--- config.mk ---
export PLATFORM = sky130hd
export DESIGN_NAME = intel_hex_record_loader_top_flat
export DESIGN_NICKNAME = d
export VERILOG_FILES = /design/src/sv/ihrl_pkg.sv /design/src/sv/ihrl_char_if.sv /design/src/sv/ihrl_rec_if.sv /design/src/sv/ihrl_front.sv /design/src/sv/ihrl_queue.sv /design/src/sv/ihrl_back.sv /design/src/sv/intel_hex_record_loader_top.sv /design/src/flat_wrapper.sv
export SDC_FILE = /design/constraint.sdc
export NUM_CORES = 1
export LEC_CHECK = 0
export CAP_MARGIN = 30
export CORE_MARGIN = 2
export CORE_UTILIZATION = 25
export DETAILED_ROUTE_END_ITERATION = 10
export DONT_BUFFER_PORTS = 1
export PLACE_DENSITY = 0.36
export RECOVER_POWER = 50
export SETUP_SLACK_MARGIN = 0.5
export SLEW_MARGIN = 25
export SYNTH_ARGS = -nofsm -noshare
export SYNTH_HDL_FRONTEND = slang
export SYNTH_SLANG_ARGS = --single-unit
--- constraint.sdc ---
create_clock -name i_clk -period 7.5 [get_ports i_clk]
set_input_delay 1.125 -clock i_clk [delete_from_list [all_inputs] [get_ports i_clk]]
set_output_delay 1.125 -clock i_clk [all_outputs]
set_load 0.01 [all_outputs]
--- src/sv/ihrl_pkg.sv ---
// shared types and constants of the intel hex record loader
`default_nettype none
package ihrl_pkg;

    localparam logic [31:0] RESET_PROGRAM_BASE = 32'h1D00_0000;
    localparam logic [31:0] RESET_CONFIG_BASE  = 32'h1FC0_0000;

    localparam logic [7:0] TYPE_DATA    = 8'h00;
    localparam logic [7:0] TYPE_END     = 8'h01;
    localparam logic [7:0] TYPE_SEGMENT = 8'h02;
    localparam logic [7:0] TYPE_LINEAR  = 8'h04;

    localparam logic [7:0] CHAR_START   = 8'h3A;
    localparam logic [7:0] CHAR_NEWLINE = 8'h0A;

    localparam int QUEUE_DEPTH = 4;
    localparam int QPTR_W      = $clog2(QUEUE_DEPTH);
    localparam int QCNT_W      = $clog2(QUEUE_DEPTH + 1);

    localparam int POS_W = 9;
    localparam logic [POS_W-1:0] POS_MAX = '1;

    typedef enum logic [0:0] {
        CFG_PROGRAM_BASE = 1'b0,
        CFG_CONFIG_BASE  = 1'b1
    } t_cfg_idx;

    typedef enum logic [1:0] {
        KIND_PROGRAM = 2'd0,
        KIND_CONFIG  = 2'd1,
        KIND_END     = 2'd2
    } t_kind;

    typedef enum logic [1:0] {
        REGION_PROGRAM = 2'd0,
        REGION_CONFIG  = 2'd1,
        REGION_DROP    = 2'd2
    } t_region;

    typedef struct packed {
        logic       is_start;
        logic [7:0] value;
    } t_token;

    typedef struct packed {
        logic   valid;
        t_token token;
    } t_qport;

endpackage
`default_nettype wire

--- src/sv/ihrl_char_if.sv ---
// character channel of the loader
`default_nettype none
interface ihrl_char_if;
    logic       valid;
    logic       ready;
    logic [7:0] character;

    modport source (output valid, output character, input ready);
    modport sink (input valid, input character, output ready);
endinterface
`default_nettype wire

--- src/sv/ihrl_rec_if.sv ---
// write record channel of the loader
`default_nettype none
interface ihrl_rec_if;
    logic        valid;
    logic        ready;
    logic [1:0]  kind;
    logic [31:0] offset;
    logic [7:0]  data;

    modport source (output valid, output kind, output offset, output data, input ready);
    modport sink (input valid, input kind, input offset, input data, output ready);
endinterface
`default_nettype wire

--- src/sv/ihrl_front.sv ---
// character classifier: pairs hex digits into bytes and marks record starts
`default_nettype none
module ihrl_front import ihrl_pkg::*; (
    input  wire           i_clk,
    input  wire           i_rst_n,
    ihrl_char_if.sink     i_char,
    input  wire           i_full,
    output t_qport        o_push
);

    logic       r_pend;
    logic [3:0] r_hi;
    logic       n_pend;
    logic [3:0] n_hi;
    logic       is_digit;
    logic [3:0] digit;
    logic       accept;

    assign i_char.ready = !i_full;
    assign accept       = i_char.valid && !i_full;

    always_comb begin
        is_digit = 1'b1;
        digit    = 4'd0;
        if (i_char.character inside {[8'h30:8'h39]}) begin
            digit = 4'(i_char.character - 8'h30);
        end else if (i_char.character inside {[8'h41:8'h46]}) begin
            digit = 4'(i_char.character - 8'h37);
        end else if (i_char.character inside {[8'h61:8'h66]}) begin
            digit = 4'(i_char.character - 8'h57);
        end else begin
            is_digit = 1'b0;
        end
    end

    always_comb begin
        n_pend       = r_pend;
        n_hi         = r_hi;
        o_push.valid = 1'b0;
        o_push.token = '{is_start: 1'b0, value: {r_hi, digit}};
        if (accept) begin
            if (i_char.character == CHAR_START || i_char.character == CHAR_NEWLINE) begin
                n_pend                = 1'b0;
                o_push.valid          = 1'b1;
                o_push.token.is_start = 1'b1;
            end else if (is_digit) begin
                if (!r_pend) begin
                    n_pend = 1'b1;
                    n_hi   = digit;
                end else begin
                    n_pend       = 1'b0;
                    o_push.valid = 1'b1;
                end
            end
        end
    end

    always_ff @(posedge i_clk) begin
        if (!i_rst_n) begin
            r_pend <= 1'b0;
            r_hi   <= 4'd0;
        end else begin
            r_pend <= n_pend;
            r_hi   <= n_hi;
        end
    end

endmodule
`default_nettype wire

--- src/sv/ihrl_queue.sv ---
// short token queue between classifier and record engine
`default_nettype none
module ihrl_queue import ihrl_pkg::*; (
    input  wire    i_clk,
    input  wire    i_rst_n,
    input  t_qport i_push,
    output logic   o_full,
    output t_qport o_head,
    input  wire    i_pop
);

    t_token              r_mem [QUEUE_DEPTH];
    logic [QPTR_W-1:0]   r_wr;
    logic [QPTR_W-1:0]   r_rd;
    logic [QCNT_W-1:0]   r_count;
    logic                do_push;
    logic                do_pop;

    assign o_full       = (r_count == QCNT_W'(QUEUE_DEPTH));
    assign o_head.valid = (r_count != '0);
    assign o_head.token = r_mem[r_rd];
    assign do_push      = i_push.valid && !o_full;
    assign do_pop       = i_pop && o_head.valid;

    always_ff @(posedge i_clk) begin
        if (do_push) begin
            r_mem[r_wr] <= i_push.token;
        end
    end

    always_ff @(posedge i_clk) begin
        if (!i_rst_n) begin
            r_wr    <= '0;
            r_rd    <= '0;
            r_count <= '0;
        end else begin
            if (do_push) begin
                r_wr <= r_wr + 1'b1;
            end
            if (do_pop) begin
                r_rd <= r_rd + 1'b1;
            end
            if (do_push && !do_pop) begin
                r_count <= r_count + 1'b1;
            end else if (do_pop && !do_push) begin
                r_count <= r_count - 1'b1;
            end
        end
    end

    a_no_push_full: assert property (@(posedge i_clk) disable iff (!i_rst_n)
        i_push.valid |-> !o_full)
        else $error("push while queue full");
    a_count_range: assert property (@(posedge i_clk) disable iff (!i_rst_n)
        r_count <= QCNT_W'(QUEUE_DEPTH))
        else $error("queue count out of range");
    a_pop_nonempty: assert property (@(posedge i_clk) disable iff (!i_rst_n)
        i_pop |-> o_head.valid)
        else $error("pop from empty queue");

endmodule
`default_nettype wire

--- src/sv/ihrl_back.sv ---
// record engine: header decode, address regions and write generation
`default_nettype none
module ihrl_back import ihrl_pkg::*; (
    input  wire          i_clk,
    input  wire          i_rst_n,
    input  wire          i_cfg_we,
    input  wire          i_cfg_idx,
    input  wire [31:0]   i_cfg_data,
    input  t_qport       i_head,
    output logic         o_pop,
    ihrl_rec_if.source   o_rec
);

    logic [31:0]      r_program_base;
    logic [31:0]      r_config_base;
    logic [POS_W-1:0] r_pos;
    logic [7:0]       r_count;
    logic [7:0]       r_addr_hi;
    logic [7:0]       r_type;
    logic [7:0]       r_ext_hi;
    logic [31:0]      r_upper;
    logic [31:0]      r_start;
    logic [31:0]      r_cur_addr;
    t_region          r_region;
    logic             r_finished;
    logic             r_out_valid;
    t_kind            r_out_kind;
    logic [31:0]      r_out_offset;
    logic [7:0]       r_out_data;

    logic [POS_W-1:0] n_pos;
    logic [7:0]       n_count;
    logic [7:0]       n_addr_hi;
    logic [7:0]       n_type;
    logic [7:0]       n_ext_hi;
    logic [31:0]      n_upper;
    logic [31:0]      n_start;
    logic [31:0]      n_cur_addr;
    t_region          n_region;
    logic             n_finished;
    logic             n_out_valid;
    t_kind            n_out_kind;
    logic [31:0]      n_out_offset;
    logic [7:0]       n_out_data;

    logic             emit;
    logic [7:0]       b;
    logic [32:0]      diff_conf;
    logic [32:0]      diff_prog;
    logic [POS_W-1:0] k;

    assign o_pop       = i_head.valid && (!r_out_valid || o_rec.ready);
    assign o_rec.valid = r_out_valid;
    assign o_rec.kind  = r_out_kind;
    assign o_rec.offset = r_out_offset;
    assign o_rec.data  = r_out_data;

    assign b         = i_head.token.value;
    assign diff_conf = {1'b0, r_start} - {1'b0, r_config_base};
    assign diff_prog = {1'b0, r_start} - {1'b0, r_program_base};
    assign k         = r_pos - POS_W'(4);

    always_comb begin
        n_pos        = r_pos;
        n_count      = r_count;
        n_addr_hi    = r_addr_hi;
        n_type       = r_type;
        n_ext_hi     = r_ext_hi;
        n_upper      = r_upper;
        n_start      = r_start;
        n_cur_addr   = r_cur_addr;
        n_region     = r_region;
        n_finished   = r_finished;
        emit         = 1'b0;
        n_out_kind   = r_out_kind;
        n_out_offset = r_out_offset;
        n_out_data   = r_out_data;
        if (o_pop && !r_finished) begin
            if (i_head.token.is_start) begin
                n_pos = '0;
            end else begin
                if (r_pos != POS_MAX) begin
                    n_pos = r_pos + 1'b1;
                end
                case (r_pos)
                    POS_W'(0): n_count = b;
                    POS_W'(1): n_addr_hi = b;
                    POS_W'(2): n_start = r_upper + {16'd0, r_addr_hi, b};
                    POS_W'(3): begin
                        n_type = b;
                        if (b == TYPE_END) begin
                            n_finished   = 1'b1;
                            emit         = 1'b1;
                            n_out_kind   = KIND_END;
                            n_out_offset = '0;
                            n_out_data   = '0;
                        end else if (b == TYPE_DATA) begin
                            n_cur_addr = r_start;
                            if (!diff_conf[32]) begin
                                n_region  = REGION_CONFIG;
                            end else if (!diff_prog[32]) begin
                                n_region  = REGION_PROGRAM;
                            end else begin
                                n_region  = REGION_DROP;
                            end
                        end
                    end
                    default: begin
                        if (r_type == TYPE_SEGMENT || r_type == TYPE_LINEAR) begin
                            if (r_pos == POS_W'(4)) begin
                                n_ext_hi = b;
                            end else if (r_pos == POS_W'(5)) begin
                                if (r_type == TYPE_LINEAR) begin
                                    n_upper = {r_ext_hi, b, 16'd0};
                                end else begin
                                    n_upper = {12'd0, r_ext_hi, b, 4'd0};
                                end
                            end
                        end else if (r_type == TYPE_DATA && r_region != REGION_DROP) begin
                            n_cur_addr = r_cur_addr + 32'd1;
                            if (k < {1'b0, r_count}) begin
                                emit         = 1'b1;
                                n_out_kind   = (r_region == REGION_CONFIG) ? KIND_CONFIG
                                                                           : KIND_PROGRAM;
                                n_out_offset = r_cur_addr - ((r_region == REGION_CONFIG)
                                                             ? r_config_base
                                                             : r_program_base);
                                n_out_data   = b;
                            end
                        end
                    end
                endcase
            end
        end
        if (emit) begin
            n_out_valid = 1'b1;
        end else if (o_rec.ready) begin
            n_out_valid = 1'b0;
        end else begin
            n_out_valid = r_out_valid;
        end
    end

    always_ff @(posedge i_clk) begin
        if (!i_rst_n) begin
            r_program_base <= RESET_PROGRAM_BASE;
            r_config_base  <= RESET_CONFIG_BASE;
            r_pos          <= '0;
            r_count        <= '0;
            r_addr_hi      <= '0;
            r_type         <= '0;
            r_ext_hi       <= '0;
            r_upper        <= '0;
            r_start        <= '0;
            r_cur_addr     <= '0;
            r_region       <= REGION_PROGRAM;
            r_finished     <= 1'b0;
            r_out_valid    <= 1'b0;
        end else begin
            if (i_cfg_we && i_cfg_idx == CFG_PROGRAM_BASE) begin
                r_program_base <= i_cfg_data;
            end
            if (i_cfg_we && i_cfg_idx == CFG_CONFIG_BASE) begin
                r_config_base <= i_cfg_data;
            end
            r_pos       <= n_pos;
            r_count     <= n_count;
            r_addr_hi   <= n_addr_hi;
            r_type      <= n_type;
            r_ext_hi    <= n_ext_hi;
            r_upper     <= n_upper;
            r_start     <= n_start;
            r_cur_addr  <= n_cur_addr;
            r_region    <= n_region;
            r_finished  <= n_finished;
            r_out_valid <= n_out_valid;
        end
    end

    always_ff @(posedge i_clk) begin
        r_out_kind   <= n_out_kind;
        r_out_offset <= n_out_offset;
        r_out_data   <= n_out_data;
    end

    a_end_zero: assert property (@(posedge i_clk) disable iff (!i_rst_n)
        (r_out_valid && r_out_kind == KIND_END) |-> (r_out_offset == '0 && r_out_data == '0))
        else $error("end marker carries payload");
    a_quiet_after_end: assert property (@(posedge i_clk) disable iff (!i_rst_n)
        r_finished |-> !emit)
        else $error("write after end record");
    a_emit_position: assert property (@(posedge i_clk) disable iff (!i_rst_n)
        emit |-> (r_pos >= POS_W'(3) && !i_head.token.is_start))
        else $error("write from record header");
    a_emit_free: assert property (@(posedge i_clk) disable iff (!i_rst_n)
        emit |-> (!r_out_valid || o_rec.ready))
        else $error("output register overwritten");

endmodule
`default_nettype wire

--- src/sv/intel_hex_record_loader_top.sv ---
// top level of the intel hex record loader
//
// i_char carries the hex file text, one ascii character per transaction.
// o_rec carries one transaction per data byte of a type 00 record whose
// start address lies in the program or configuration region (kind 0 or 1,
// offset from the region base, data byte), and one end transaction
// (kind 2, zero offset and data) for the type 01 record.
// the base registers are written through i_cfg_we / i_cfg_idx / i_cfg_data.
// one character is accepted every cycle while the token queue has room; a write
// for the character that completes its data byte is registered in the token
// queue after the classifier and then in the record engine's output register.
// the four entry token queue sets how many characters are taken while o_rec
// is stalled; then i_char.ready falls until the receiver takes a transaction.
// after reset the bases take their default values and all record state is
// cleared; after an end record every character is taken and discarded until
// the next reset.
`default_nettype none
module intel_hex_record_loader_top import ihrl_pkg::*; (
    input  wire          i_clk,
    input  wire          i_rst_n,
    input  wire          i_cfg_we,
    input  wire          i_cfg_idx,
    input  wire [31:0]   i_cfg_data,
    ihrl_char_if.sink    i_char,
    ihrl_rec_if.source   o_rec
);

    t_qport push;
    t_qport head;
    logic   full;
    logic   pop;

    ihrl_front u_front (
        .i_clk   (i_clk),
        .i_rst_n (i_rst_n),
        .i_char  (i_char),
        .i_full  (full),
        .o_push  (push)
    );

    ihrl_queue u_queue (
        .i_clk   (i_clk),
        .i_rst_n (i_rst_n),
        .i_push  (push),
        .o_full  (full),
        .o_head  (head),
        .i_pop   (pop)
    );

    ihrl_back u_back (
        .i_clk      (i_clk),
        .i_rst_n    (i_rst_n),
        .i_cfg_we   (i_cfg_we),
        .i_cfg_idx  (i_cfg_idx),
        .i_cfg_data (i_cfg_data),
        .i_head     (head),
        .o_pop      (pop),
        .o_rec      (o_rec)
    );

endmodule
`default_nettype wire

--- src/flat_wrapper.sv ---
// flat-port wrapper written by rule: the top's interface ports become plain ports
module intel_hex_record_loader_top_flat import ihrl_pkg::*;
  (i_clk, i_rst_n, i_cfg_we, i_cfg_idx, i_cfg_data, i_char_valid, i_char_character, i_char_ready, o_rec_valid, o_rec_kind, o_rec_offset, o_rec_data, o_rec_ready);
  ihrl_char_if i_char_i ();
  ihrl_rec_if o_rec_i ();
  input  wire i_clk;
  input  wire i_rst_n;
  input  wire i_cfg_we;
  input  wire i_cfg_idx;
  input  wire [31:0] i_cfg_data;
  input wire logic [$bits(i_char_i.valid)-1:0] i_char_valid;
  input wire logic [$bits(i_char_i.character)-1:0] i_char_character;
  output wire logic [$bits(i_char_i.ready)-1:0] i_char_ready;
  output wire logic [$bits(o_rec_i.valid)-1:0] o_rec_valid;
  output wire logic [$bits(o_rec_i.kind)-1:0] o_rec_kind;
  output wire logic [$bits(o_rec_i.offset)-1:0] o_rec_offset;
  output wire logic [$bits(o_rec_i.data)-1:0] o_rec_data;
  input wire logic [$bits(o_rec_i.ready)-1:0] o_rec_ready;
  assign i_char_i.valid = i_char_valid;
  assign i_char_i.character = i_char_character;
  assign i_char_ready = i_char_i.ready;
  assign o_rec_valid = o_rec_i.valid;
  assign o_rec_kind = o_rec_i.kind;
  assign o_rec_offset = o_rec_i.offset;
  assign o_rec_data = o_rec_i.data;
  assign o_rec_i.ready = o_rec_ready;
  intel_hex_record_loader_top u_core (.i_clk(i_clk), .i_rst_n(i_rst_n), .i_cfg_we(i_cfg_we), .i_cfg_idx(i_cfg_idx), .i_cfg_data(i_cfg_data), .i_char(i_char_i), .o_rec(o_rec_i));
endmodule
==> reports/metrics.cfg <==
[cells_and_area]
final-instance-count-excl-fill=2857
syn2layout_area_growth_pct=13.6
nNetsFinal=2131
drive_above_1_share_pct=5.85
stdcell_area_um2=19100

[place]
dp_slack_ns=3.24
dp_cells=2780
dpl_cell_area_um2=17700
hpwlAfterDp_mm=40.8
gp_congestion=0.810
io_buffers=0

[timing]
period_share_pct=70.2
slew_headroom_pct=-133
rsz0062_at_grt=false
holdWs_ns=0.451
fin_tns_setup_ns=0
finalHoldViolCount=0
tightestPinTransition_ns=3.50
max_freq_ghz=0.190
skew_ns=0.0460
min_period_ns=5.26
setup_slack_ns=2.24
finalMaxSlewViolations=212
setup_viol=0

[logic_synthesis]
ys_top_cells_by_count=297 x nand2_1, 223 x a21oi_1, 215 x dfxtp_1, 175 x nor2_1, 131 x ha_1
synth.distinct_cells=79
synth_top_area_share_pct=25.6
ys_ff_latch=293
synth_edf_count=78
synth_most_common_cell=nand2_1
ys.flop_type=dfxtp_1
syn_nets=2168
synth_top_area_cell=dfxtp_1
ys_seq_area_share_pct=39.5
avgSynthCellArea_um2=8.46
syn_inst=1988
syn-cell-area_um2=16800
synthArstFlopShare_pct=0
ys.warnings.count=0
ys_top_cells_by_area=dfxtp_1 26%, edfxtp_1 14%, ha_1 9.7%

[drt]
wire_per_inst_um=19.9
vias_per_cell=4.94
ant_nets=0
drt-initial-drc-count=967
dr_total_vias=14100
dr.pass1.iters=5
wl_mm=56.7
drc_errors=0

[floorplan]
rows=95
io_pins=90
dieWidth_um=263
fp.dieH_um=263
start_util_pct=25.1
dieArea_um2=69300
core_um2=66900

[clock_network]
tritoncts=done
cts_inserted_buffers=40
clock_latency_ns=0.59
cts_max_path_buffers=3
htreeDepth=2
postCtsResizedCells=0
hold_buffers=0
postCtsSetupRepairBufs=0
root_buffer=clkbuf_16
clkSlewWorstSetupHoldPaths_ns=0.06
cts.sinks=293

[setup_path]
rr_startpoint=u_core.u_back.r_pos[4]$_SDFFE_PN0P_
cp-startpoint=u_core.u_back.r_pos[4]$_SDFFE_PN0P_
cp_max_fo=65
arrival_ns=5.59
required_ns=7.83
cp-end-kind=flip-flop
crit_type=reg2reg
start_kind=flip-flop

[hold_path]
hp-start=u_core.u_back.r_type[4]$_SDFFE_PN0P_
holdCritPathClass=reg2reg

[status]
status=complete, but fails checks
violations=capacitance limit, slew limit

[pwr]
power_density_nw_per_um2=239
p_leak_nw=7.24
ir_drop_uv=125

[global_route]
overflow=0
grt_pass1_wl_mm=87.5
first_global_vias=13900
grtUsageTotal_pct=16.3
grt_antenna_before_repair=0
grt_max_degree=119

[flow_run]
drv_cap=4

-- layout by cell type, fill, tap and decap left out, types with 15 or more instances in the layout --
| cell | count |
|---|---|
| a211oi_1 | 30 |
| clkbuf_16 | 40 |
| nor2b_1 | 18 |
| o211ai_1 | 20 |
| edfxtp_1 | 78 |
| nand2_1 | 297 |
| nand3_1 | 74 |
| nor4_1 | 15 |
| xnor2_1 | 22 |
| o21ai_0 | 85 |
| xor2_1 | 21 |
| inv_1 | 106 |
| dfxtp_1 | 215 |
| o21a_1 | 20 |
| a31oi_1 | 20 |
| a21o_1 | 37 |
| mux2i_1 | 31 |
| nor2_1 | 174 |
| nand4_1 | 26 |
| nor3_1 | 43 |
| ha_1 | 131 |
| a21oi_1 | 222 |
| and3_1 | 16 |
-- per-layer routing --
metal,GRT usage (%),wire (um)
met4,3.95,1110
met2,27.2,26500
met1,21.9,26800
met5,0,0
met3,2.69,2270
-- through the flow --
stage,total power [mW],utilization (%)
2_1_floorplan,2.31,-
5_1_grt,4.80,28.5
3_3_place_gp,2.53,26.3
4_1_cts,4.65,28.5
3_5_place_dp,2.54,26.4
6_report,4.56,28.5
-- registers in the layout, indices dropped and copies added (netlist names), 9 cells and up, named ones only --
signal	count
u_core.u_queue.r_mem	36
u_core.u_back.r_config_base	32
u_core.u_back.r_start	32
u_core.u_back.r_program_base	32
u_core.u_back.r_cur_addr	32
u_core.u_back.r_pos	9
u_core.u_back.r_upper	28
u_core.u_back.o_rec.offset	32
-- area by class of cell --
cell class | instances | area [um^2]
Antenna cell | 1 | 2.50
Sequential cell | 293 | 6650
Multi-Input combinational cell | 1487 | 9320
Clock inverter | 23 | 330
Fill cell | 7143 | 47800
Inverter | 108 | 410
Clock buffer | 51 | 1110
Timing Repair Buffer | 21 | 180
Tap cell | 873 | 1090
-- critical path, stage by stage, from the launching register on --
cell	delay, ns
dfxtp_1	0.41
or3_1	0.43
nor3_1	0.50
nand3_1	0.14
buf_4	0.28
inv_2	0.15
clkbuf_1	2.31
o21ai_0	0.36
a22oi_1	0.30
nor2_1	0.06
-- power breakdown --
part | switching, mW | total [mW] | internal, mW
Combinational | 0.468 | 0.739 | 0.270
Sequential | 0.0631 | 1.75 | 1.69
Clock | 0.801 | 2.07 | 1.27
-- cell families after synthesis --
| kind of cell | count (synthesis) | share of synthesized area [%] |
|---|---|---|
| compound gates | 526 | 19.5 |
| xor+xnor | 43 | 2.24 |
| fa+ha+maj | 134 | 10.1 |
| buf+inv | 208 | 5.11 |
| flops | 293 | 39.5 |
| mux | 42 | 3.19 |
| simple gates | 742 | 20.4 |
-- path summary, 6_finish.rpt --
check,to,slack (ns),cells past startpoint
setup reg to reg,u_core.u_back.r_cur_addr[14]$_SDFFE_PN0P_,2.24,9
hold reg to reg,u_core.u_back.r_type[4]$_SDFFE_PN0P_,0.45,2
hold / removal,u_core.u_back.r_type[4]$_SDFFE_PN0P_,0.45,2
setup / recovery,u_core.u_back.r_cur_addr[14]$_SDFFE_PN0P_,2.24,9
(Power assumes the default switching activity.)
